--- config.mk ---
export PLATFORM = sky130hd
export DESIGN_NAME = water_heater_thermostat_unit
export DESIGN_NICKNAME = d
export VERILOG_FILES = /design/src/hdl/wht_pkg.sv /design/src/hdl/water_heater_thermostat_unit.sv /design/src/hdl/wht_core.sv
export VERILOG_INCLUDE_DIRS = /design/src /design/src/hdl
export SDC_FILE = /design/constraint.sdc
export NUM_CORES = 1
export LEC_CHECK = 0
export BUFFER_PORTS_ARGS = -buffer_cell sky130_fd_sc_hd__buf_2
export CORE_ASPECT_RATIO = 0.8
export CORE_MARGIN = 2
export CORE_UTILIZATION = 50
export CTS_CLUSTER_SIZE = 25
export DETAILED_ROUTE_END_ITERATION = 16
export PLACE_DENSITY = 0.78
export SKIP_CTS_REPAIR_TIMING = 1
export SYNTH_ARGS = -nofsm -noshare
export SYNTH_HDL_FRONTEND = slang
export SYNTH_SLANG_ARGS = --single-unit
--- constraint.sdc ---
create_clock -name clk -period 25.3 [get_ports clk]
set_input_delay 5.06 -clock clk [delete_from_list [all_inputs] [get_ports clk]]
set_output_delay 5.06 -clock clk [all_outputs]
set_load 0.01 [all_outputs]
--- src/hdl/water_heater_thermostat_unit_assert.svh ---
// Assertion macros shared by the thermostat modules.
// Expects signals named clk and rst_n in the including module.
`ifndef WATER_HEATER_THERMOSTAT_UNIT_ASSERT_SVH
`define WATER_HEATER_THERMOSTAT_UNIT_ASSERT_SVH

// Condition in the same cycle implies a consequence in that cycle.
`define WHT_ASSERT_NOW(label, pre, post) \
    label: assert property (@(posedge clk) disable iff (!rst_n) (pre) |-> (post)) \
        else $error("thermostat check failed");

// Condition in one cycle implies a consequence in the next cycle.
`define WHT_ASSERT_NEXT(label, pre, post) \
    label: assert property (@(posedge clk) disable iff (!rst_n) (pre) |=> (post)) \
        else $error("thermostat check failed");

`endif

--- src/hdl/wht_pkg.sv ---
// Shared types and constants for the water heater thermostat.
// Used by wht_core and water_heater_thermostat_unit; depends on nothing.
package wht_pkg;

    // Event kinds carried on the input stream.
    typedef enum logic [1:0] {
        CMD_TICK   = 2'd0,
        CMD_SAMPLE = 2'd1,
        CMD_UP     = 2'd2,
        CMD_DOWN   = 2'd3
    } cmd_t;

    // Configuration register indexes.
    localparam logic [2:0] REG_BAND          = 3'd0;
    localparam logic [2:0] REG_STEP_SIZE     = 3'd1;
    localparam logic [2:0] REG_SETPOINT_MIN  = 3'd2;
    localparam logic [2:0] REG_SETPOINT_MAX  = 3'd3;
    localparam logic [2:0] REG_TIMEOUT_TICKS = 3'd4;

    // Configuration reset values.
    localparam logic [4:0]  BAND_RESET          = 5'd5;
    localparam logic [4:0]  STEP_SIZE_RESET     = 5'd5;
    localparam logic [6:0]  SETPOINT_MIN_RESET  = 7'd25;
    localparam logic [6:0]  SETPOINT_MAX_RESET  = 7'd75;
    localparam logic [15:0] TIMEOUT_TICKS_RESET = 16'd5000;

    // Setpoint after reset.
    localparam logic [6:0] TARGET_RESET = 7'd60;

    typedef struct packed {
        logic [4:0]  band;
        logic [4:0]  step_size;
        logic [6:0]  setpoint_min;
        logic [6:0]  setpoint_max;
        logic [15:0] timeout_ticks;
    } cfg_t;

    typedef struct packed {
        logic       heater_on;
        logic       set_mode;
        logic [6:0] setpoint;
        logic [7:0] average_temp;
        logic [7:0] display_value;
    } result_t;

endpackage

--- src/hdl/water_heater_thermostat_unit.sv ---
// Top level of the water heater thermostat: stream ports, configuration
// registers and the output register. Depends on wht_pkg, wht_core and
// water_heater_thermostat_unit_assert.svh.
//
// The block takes one event word per clock (tick, temperature sample, up
// press or down press) and returns exactly one result word for each, in the
// cycle after it is taken. All state updates for an event finish in the
// cycle the word is accepted; the single output register then holds the
// result, and s_tready stays high as long as that register is empty or is
// being emptied in the same cycle, so the sustained rate is one word per
// clock when the downstream side keeps m_tready high. Configuration writes
// take effect on the next clock and are meant for idle periods only.
`include "water_heater_thermostat_unit_assert.svh"

module water_heater_thermostat_unit #(
    parameter int SAMPLES_PER_AVERAGE = 10
) (
    input  logic        clk,
    input  logic        rst_n,
    // Input stream.
    input  logic        s_tvalid,
    output logic        s_tready,
    input  logic [7:0]  s_tdata,   // [7:0] sample
    input  logic [1:0]  s_tuser,   // [1:0] command
    // Result stream.
    output logic        m_tvalid,
    input  logic        m_tready,
    // [0] heater_on, [1] set_mode, [8:2] setpoint, [16:9] average_temp,
    // [24:17] display_value, [31:25] zero
    output logic [31:0] m_tdata,
    // Configuration writes.
    input  logic        cfg_we,
    input  logic [2:0]  cfg_index,
    input  logic [15:0] cfg_data
);

    wht_pkg::cfg_t    cfg_reg;
    wht_pkg::result_t core_result;
    logic             accept;
    logic             out_valid_reg, out_valid_next;
    logic [31:0]      out_data_reg;

    // Configuration register file.
    always_ff @(posedge clk or negedge rst_n)
    begin
        if (!rst_n)
        begin
            cfg_reg.band          <= wht_pkg::BAND_RESET;
            cfg_reg.step_size     <= wht_pkg::STEP_SIZE_RESET;
            cfg_reg.setpoint_min  <= wht_pkg::SETPOINT_MIN_RESET;
            cfg_reg.setpoint_max  <= wht_pkg::SETPOINT_MAX_RESET;
            cfg_reg.timeout_ticks <= wht_pkg::TIMEOUT_TICKS_RESET;
        end
        else if (cfg_we)
        begin
            unique case (cfg_index)
                wht_pkg::REG_BAND:          cfg_reg.band          <= cfg_data[4:0];
                wht_pkg::REG_STEP_SIZE:     cfg_reg.step_size     <= cfg_data[4:0];
                wht_pkg::REG_SETPOINT_MIN:  cfg_reg.setpoint_min  <= cfg_data[6:0];
                wht_pkg::REG_SETPOINT_MAX:  cfg_reg.setpoint_max  <= cfg_data[6:0];
                wht_pkg::REG_TIMEOUT_TICKS: cfg_reg.timeout_ticks <= cfg_data;
                default:
                begin
                end
            endcase
        end
    end

    // Handshake: take a word whenever the output register is free or draining.
    assign s_tready = !out_valid_reg || m_tready;
    assign accept   = s_tvalid && s_tready;

    wht_core #(
        .SAMPLES_PER_AVERAGE(SAMPLES_PER_AVERAGE)
    ) u_core (
        .clk     (clk),
        .rst_n   (rst_n),
        .step    (accept),
        .command (s_tuser),
        .sample  (s_tdata),
        .cfg     (cfg_reg),
        .result  (core_result)
    );

    assign out_valid_next = accept || (out_valid_reg && !m_tready);

    // Output register valid flag.
    always_ff @(posedge clk or negedge rst_n)
    begin
        if (!rst_n)
        begin
            out_valid_reg <= 1'b0;
        end
        else
        begin
            out_valid_reg <= out_valid_next;
        end
    end

    // Output register payload.
    always_ff @(posedge clk)
    begin
        if (accept)
        begin
            out_data_reg <= {7'b0,
                             core_result.display_value,
                             core_result.average_temp,
                             core_result.setpoint,
                             core_result.set_mode,
                             core_result.heater_on};
        end
    end

    assign m_tvalid = out_valid_reg;
    assign m_tdata  = out_data_reg;

    // Every accepted word produces a result word in the next cycle.
    `WHT_ASSERT_NEXT(a_result_follows, accept, m_tvalid)
    // Outside set mode the display shows the average.
    `WHT_ASSERT_NOW(a_display_avg, m_tvalid && !m_tdata[1], m_tdata[24:17] == m_tdata[16:9])
    // In set mode the display shows the setpoint.
    `WHT_ASSERT_NOW(a_display_set, m_tvalid && m_tdata[1],
        m_tdata[24:17] == {1'b0, m_tdata[8:2]})

endmodule

--- src/hdl/wht_core.sv ---
// Thermostat state and its update for one event word, computed combinationally and registered.
// Depends on wht_pkg and water_heater_thermostat_unit_assert.svh.
`include "water_heater_thermostat_unit_assert.svh"

module wht_core #(
    parameter int SAMPLES_PER_AVERAGE = 10
) (
    input  logic             clk,
    input  logic             rst_n,
    input  logic             step,
    input  logic [1:0]       command,
    input  logic [7:0]       sample,
    input  wht_pkg::cfg_t    cfg,
    output wht_pkg::result_t result
);

    // Division of the running sum by the sample count, done as a multiply
    // by a rounded-up reciprocal. The shift keeps the error below one LSB
    // for every 12-bit sum.
    localparam int          DIV_SHIFT = 20;
    localparam logic [20:0] DIV_MULT  =
        21'((2 ** DIV_SHIFT + SAMPLES_PER_AVERAGE - 1) / SAMPLES_PER_AVERAGE);
    localparam logic [3:0]  COUNT_LAST = 4'(SAMPLES_PER_AVERAGE);

    logic        mode_reg,    mode_next;
    logic [6:0]  target_reg,  target_next;
    logic [15:0] timeout_reg, timeout_next;
    logic [11:0] sum_reg,     sum_next;
    logic [3:0]  count_reg,   count_next;
    logic [7:0]  average_reg, average_next;
    logic        relay_reg,   relay_next;

    logic [11:0] sum_add;
    logic [3:0]  count_add;
    logic [32:0] quot_prod;
    logic [7:0]  average_calc;
    logic [15:0] timeout_inc;
    logic [7:0]  target_up;
    logic [7:0]  down_floor;
    logic        below_band;
    logic        above_band;
    wht_pkg::cmd_t cmd;

    assign cmd = wht_pkg::cmd_t'(command);

    // Sample accumulation and average.
    assign sum_add      = sum_reg + {4'b0, sample};
    assign count_add    = count_reg + 4'd1;
    assign quot_prod    = {21'b0, sum_add} * {12'b0, DIV_MULT};
    assign average_calc = quot_prod[DIV_SHIFT +: 8];

    // Hysteresis compare, done without signed bounds.
    assign below_band = ({1'b0, average_calc} + {4'b0, cfg.band}) < {2'b0, target_reg};
    assign above_band = average_calc > ({1'b0, target_reg} + {3'b0, cfg.band});

    // Setpoint stepping and timeout count.
    assign target_up   = {1'b0, target_reg} + {3'b0, cfg.step_size};
    assign down_floor  = {1'b0, cfg.setpoint_min} + {3'b0, cfg.step_size};
    assign timeout_inc = timeout_reg + 16'd1;

    always_comb
    begin
        mode_next    = mode_reg;
        target_next  = target_reg;
        timeout_next = timeout_reg;
        sum_next     = sum_reg;
        count_next   = count_reg;
        average_next = average_reg;
        relay_next   = relay_reg;
        if (step)
        begin
            case (cmd)
                wht_pkg::CMD_TICK:
                begin
                    if (mode_reg)
                    begin
                        timeout_next = timeout_inc;
                        if (timeout_inc >= cfg.timeout_ticks || timeout_inc == 16'd0)
                        begin
                            mode_next    = 1'b0;
                            timeout_next = 16'd0;
                        end
                    end
                end
                wht_pkg::CMD_SAMPLE:
                begin
                    sum_next   = sum_add;
                    count_next = count_add;
                    if (count_add >= COUNT_LAST)
                    begin
                        average_next = average_calc;
                        sum_next     = 12'd0;
                        count_next   = 4'd0;
                        if (below_band)
                        begin
                            relay_next = 1'b1;
                        end
                        else if (above_band)
                        begin
                            relay_next = 1'b0;
                        end
                    end
                end
                wht_pkg::CMD_UP:
                begin
                    timeout_next = 16'd0;
                    if (!mode_reg)
                    begin
                        mode_next = 1'b1;
                    end
                    else if (target_reg < cfg.setpoint_max)
                    begin
                        target_next = (target_up > {1'b0, cfg.setpoint_max}) ?
                                      cfg.setpoint_max : target_up[6:0];
                    end
                end
                wht_pkg::CMD_DOWN:
                begin
                    timeout_next = 16'd0;
                    if (!mode_reg)
                    begin
                        mode_next = 1'b1;
                    end
                    else if (target_reg > cfg.setpoint_min)
                    begin
                        target_next = ({1'b0, target_reg} < down_floor) ?
                                      cfg.setpoint_min : (target_reg - {2'b0, cfg.step_size});
                    end
                end
            endcase
        end
    end

    always_ff @(posedge clk or negedge rst_n)
    begin
        if (!rst_n)
        begin
            mode_reg    <= 1'b0;
            target_reg  <= wht_pkg::TARGET_RESET;
            timeout_reg <= 16'd0;
            sum_reg     <= 12'd0;
            count_reg   <= 4'd0;
            average_reg <= 8'd0;
            relay_reg   <= 1'b0;
        end
        else
        begin
            mode_reg    <= mode_next;
            target_reg  <= target_next;
            timeout_reg <= timeout_next;
            sum_reg     <= sum_next;
            count_reg   <= count_next;
            average_reg <= average_next;
            relay_reg   <= relay_next;
        end
    end

    // Result word shows the state after this event.
    always_comb
    begin
        result.heater_on     = relay_next;
        result.set_mode      = mode_next;
        result.setpoint      = target_next;
        result.average_temp  = average_next;
        result.display_value = mode_next ? {1'b0, target_next} : average_next;
    end

    // The sample counter wraps before it reaches the average length.
    `WHT_ASSERT_NOW(a_count_range, 1'b1, count_reg < COUNT_LAST)
    // A tick in normal mode leaves the block in normal mode.
    `WHT_ASSERT_NEXT(a_tick_normal, step && cmd == wht_pkg::CMD_TICK && !mode_reg, !mode_reg)
    // The first press only enters set mode; the setpoint does not move.
    `WHT_ASSERT_NEXT(a_first_press,
        step && (cmd == wht_pkg::CMD_UP || cmd == wht_pkg::CMD_DOWN) && !mode_reg,
        mode_reg && $stable(target_reg) && timeout_reg == 16'd0)

endmodule

==> Yosys cells after proc, flatten, opt, wreduce, memory -nomap -nowiden <==
Cells that the tools add are included.
{ "op_classes": {"div_mod_pow": 0, "reduce_logical": 19, "bitwise_logic": 0, "n_eq_ne": 8, "shifts": 0, "n_mux": 26, "n_mul": 1, "n_lt_le_gt_ge": 8, "n_addsub": 8} }
{ "op_table": {"columns": ["operator", "n"], "rows": [
  ["$mux W7", 8],
  ["$mux W16", 2],
  ["$pmux W16 S2", 1],
  ["$mul A12 B16 Y27 const B", 1],
  ["$add A7 B5 Y8", 3],
  ["$mux W8", 3],
  ["$add A16 B1 Y16 const B", 1],
  ["$ge A16 B16 Y1", 1],
  ["$logic_not A16 Y1", 1],
  ["$pmux W7 S2", 1],
  ["$add A12 B8 Y12", 1],
  ["$mux W12", 1],
  ["$reduce_and A2 Y1", 6],
  ["$add A8 B5 Y9", 1],
  ["$lt A9 B7 Y1", 1],
  ["$gt A8 B7 Y1", 1],
  ["$gt A8 B8 Y1", 1],
  ["$lt A7 B8 Y1", 1],
  ["$mux W1", 8],
  ["$gt A7 B7 Y1", 1],
  ["$lt A7 B7 Y1", 1],
  ["$sub A7 B5 Y7", 1],
  ["$eq A3 B2 Y1 const B", 2],
  ["$add A4 B1 Y4 const B", 1],
  ["other kinds (16)", 21]
]} }
{ "totals": {"latch_bits": 0, "register_bits": 115, "in_bits": 34, "memories": 0, "mem_bits_ro": 0, "word_cells": 85, "ram_bits": 0} }

==> Depth between registers and ports, before layout <==
{ "logic_depth": {"depth_word": 8, "ltp_mapped": 41, "depth_no_buf": 41} }

==> Modules after synthesis <==
Synthesis repeated with hierarchy kept, for this count alone.
{ "unflattened": {"hier_cells": 1034, "area_unflattened_um2": 10511.3} }
{ "modules_own_cells": {"columns": ["mod", "n_inst", "cells_per_inst", "seq_area_each_um2", "area_per_inst_um2"], "rows": [
  ["wht_core", 1, 909, 1231.2, 8056.5],
  ["water_heater_thermostat_unit", 1, 125, 1796.7, 2454.9]
]} }

==> Worst setup path before layout <==
Ideal clock, no wire load.
{ "synth_path": {"path_kind": "input -> register", "startpoint": "in s_tdata[0]", "endpoint": "reg out_data_reg[0], in the netlist m_tdata[0], data pin", "setup_slack_ns": 11.743, "arrival_ns": 13.420, "stages": 39, "required_ns": 25.163, "setup_ns": 0.137, "cell_sequence": "ha_1 -> fa_1 -> a21o_1 -> a21oi_1 -> nor2b_1 -> o21a_1 -> o41a_1 -> and3_1 -> xnor2_2 -> ha_1 -> inv_1 -> fa_1 -> inv_1 -> fa_1 -> fa_1 -> fa_1 -> inv_1 -> ha_1 -> (+3 left out) -> a21oi_1 -> a21oi_1 -> xnor2_2 -> ha_1 -> inv_1 -> fa_1 -> nor2_1 -> a211oi_1 -> inv_1 -> a21oi_1 -> nor4_1 -> xor2_1 -> ha_1 -> nand3_1 -> nor2_1 -> a2111oi_0 -> and4_1 -> a221o_1"} }
{ "synth_rtl": {"columns": ["item", "line", "source"], "rows": [
  ["start, declared", "water_heater_thermostat_unit.sv:23", "input logic [7:0] s_tdata,"],
  ["end signal, assigned", "water_heater_thermostat_unit.sv:105", "out_data_reg <= {7'b0,"],
  ["end, declared", "water_heater_thermostat_unit.sv:41", "logic [31:0] out_data_reg;"]
]} }

==> flow_summary.json <==
{
  "critPathArrivalTime_ns": 14.19,
  "synth-main-ff-cell": "dfrtp_1",
  "cp_slowest_stage_delay_ns": 0.57,
  "yosys-top-cells-count": "ha_1, inv_1, nand2_1",
  "overall_overflow_remaining_after_global_route": 0,
  "fp.coreArea_mm2": 0.0206,
  "syn_avg_cell_area_um2": 9.71,
  "path_buf_inv": 6,
  "dp_hpwl_um": 18900,
  "place.gp.congestion": 0.908,
  "final_max_slew_viol_count": 0,
  "synth-warning-count": 0,
  "synth_top_cell_area_share": 0.199,
  "critical_path.reg2reg.startpoint": "u_core.sum_reg[0]",
  "post-synth-top-count-cell": "ha_1",
  "post-route-drc-count": 0,
  "postRouteAntennaNets": 0,
  "flip_flop_count_of_the_largest_register_after_layout": 40,
  "cts_buffer_depth": 2,
  "synth_area_leader_cell": "ha_1",
  "clock_insertion_delay_worst_skew_ns": 0.42,
  "io_pins": 68,
  "grt_pass1_vias": 8127,
  "syn_to_final_growth_pct": 11.3,
  "synth-edff-count": 25,
  "cp_common_cell": "fa_1",
  "setup-tns-final_ns": 0,
  "drtIter0Drc": 662,
  "rows": 47,
  "synthesis.instances": 1083,
  "r2r_end": "m_tdata[0]",
  "fin_skew_ns": 0.0152,
  "num_vias": 7972,
  "clock_tree.root_cell": "clkbuf_16",
  "globalRouteTotalUtil": 0.226,
  "synth.ff_latch_count": 115,
  "critPathSlowestCell": "fa_1",
  "report.final.hold_viol_count": 0,
  "report.final.setup_viol": 0,
  "worst_slew_margin_rel": 0.172,
  "synth.distinct_cells": 77,
  "max_freq_mhz": 71.9,
  "timing.max_cap.violations": 0,
  "fp.dieArea_mm2": 0.0222,
  "netlist_top_cells_area": "ha_1, dfrtp_1, fa_1",
  "layout_worst_path_cycle_share": 0.550,
  "grt_setup_unrepaired": "no",
  "cts.reportedPaths.clkPinSlew_ns": 0.06,
  "avgViaCountPerCell": 5.58,
  "asyncSetResetFlopFracSynth": 0.783,
  "cpLargestDelayFamily": "adder cells",
  "layout_min_cycle_time_ns": 13.90,
  "detail_route.wl_per_cell_um": 17.0,
  "n_fill_cell": 1728,
  "timing.reg2reg.setup_slack_ns": 15.71,
  "clock_tree.htree_level_count": 4,
  "layout-drive-gt1-share": 0.138,
  "run_status": "complete, no violations",
  "seqCellArea_mm2": 0.00303,
  "timing.critical_path.depth": 41,
  "buffer_ports.inserted": 60,
  "grt_antenna_before_repair": 1,
  "setup.worst_path.start": "s_tdata[0]",
  "multi_input_area_mm2": 0.00678,
  "worst_setup_path_end_kind": "flop",
  "die_height_um": 134,
  "type_of_the_setup_path_with_the_least_slack": "primary input to flop",
  "die_width_um": 166,
  "synth-seq-area-share": 0.288,
  "netlist_area_mm2": 0.0105,
  "worst-slew-pin-transition_ns": 1.23,
  "tritoncts.num_buffers": 17,
  "crit_fanout": 5,
  "grt_max_degree": 74,
  "worst-r2r-cell-count": 40,
  "grt_pass1_wl_um": 40600,
  "critical_path.endpoint": "m_tdata[0]",
  "start_util": 0.510,
  "clock_tree_from_tritoncts": "yes",
  "critical_path.startpoint_type": "primary input",
  "critical_path_required_ns": 25.59,
  "drt_wl_total_um": 24200,
  "design.final.nets": 1394,
  "cts.sinks": 115,
  "hold_class": "flop to flop",
  "firstDrtPassIters": 6
}
==> cells in the final DEF, fill, tap and decap left out, types with 7 or more instances in the layout <==
cell type,count
ha_1,167
inv_1,158
nand2_1,86
dfrtp_1,70
o21ai_0,64
buf_2,59
a21oi_1,56
fa_1,47
nor2_1,38
xnor2_1,34
xor2_1,25
edfxtp_1,25
a21o_1,21
nand3_1,20
o21a_1,20
mux2_2,20
dfstp_2,20
clkbuf_16,18
nor2b_1,17
a22o_1,13
nand4_1,11
nand2b_1,9
o21bai_1,8
nor3_1,8
and3_1,7
mux2i_1,7
mux2_1,7
conb_1,7
buf_4,7
==> stage by stage <==
step                      setup slack (ns)  instance area [um2]  hold WS [ns]  std cells   util
final                                11.40                11700         0.514       1429  0.567
after global routing                 10.77                11700         0.532       1428  0.567
after floorplan                      11.74                10500         0.450       1089      -
after detailed placement             10.96                11100         0.488       1396  0.537
after global placement               11.21                11100         0.483       1396  0.537
after CTS                            11.39                11700         0.514       1428  0.567
==> worst reg2reg max path: cells and delay by family (launching register included) <==
kind            cells  cell delay [ns]
compound gates     14             2.86
xor+xnor            3             0.61
fa+ha+maj          11             4.12
buf+inv             5             0.35
flops               1             0.41
simple gates        7             1.07
==> worst min path at each step <==
stage / slack (ns) / start / endpoint / cells after the start
after floorplan: 0.45 / u_core.average_reg[2] / u_core.average_reg[2] / 2
after global placement: 0.48 / u_core.average_reg[2] / u_core.average_reg[2] / 2
after detailed placement: 0.49 / u_core.average_reg[2] / u_core.average_reg[2] / 2
after CTS: 0.51 / u_core.relay_reg / u_core.relay_reg / 1
after global routing: 0.53 / u_core.average_reg[7] / u_core.average_reg[7] / 1
final: 0.51 / cfg_reg[12] / cfg_reg[12] / 2
==> logic make-up after synthesis <==
family	Yosys count	share of synthesized area
fa+ha+maj	214	0.288
simple gates	233	0.112
compound gates	238	0.151
mux	34	0.0356
xor+xnor	62	0.0548
buf+inv	186	0.0698
flops	115	0.288
other cells	1	0.000357
==> routing by layer <==
metal,GRT usage,wire (um)
met5,0,0
met3,0.0416,1330
met1,0.320,11600
met4,0.0710,475
met2,0.352,10800
==> final cells by class <==
type                            instances  share of cell area
Antenna cell                            1            0.000214
Clock buffer                           20              0.0400
Clock inverter                         12              0.0130
Inverter                              158              0.0506
Multi-Input combinational cell        788               0.579
Sequential cell                       115               0.259
Tap cell                              269              0.0287
Timing Repair Buffer                   66              0.0297
Power is left out: the tool's default activity adds up to more than one toggle a clock period on the data nets, which glitch-free logic cannot reach.
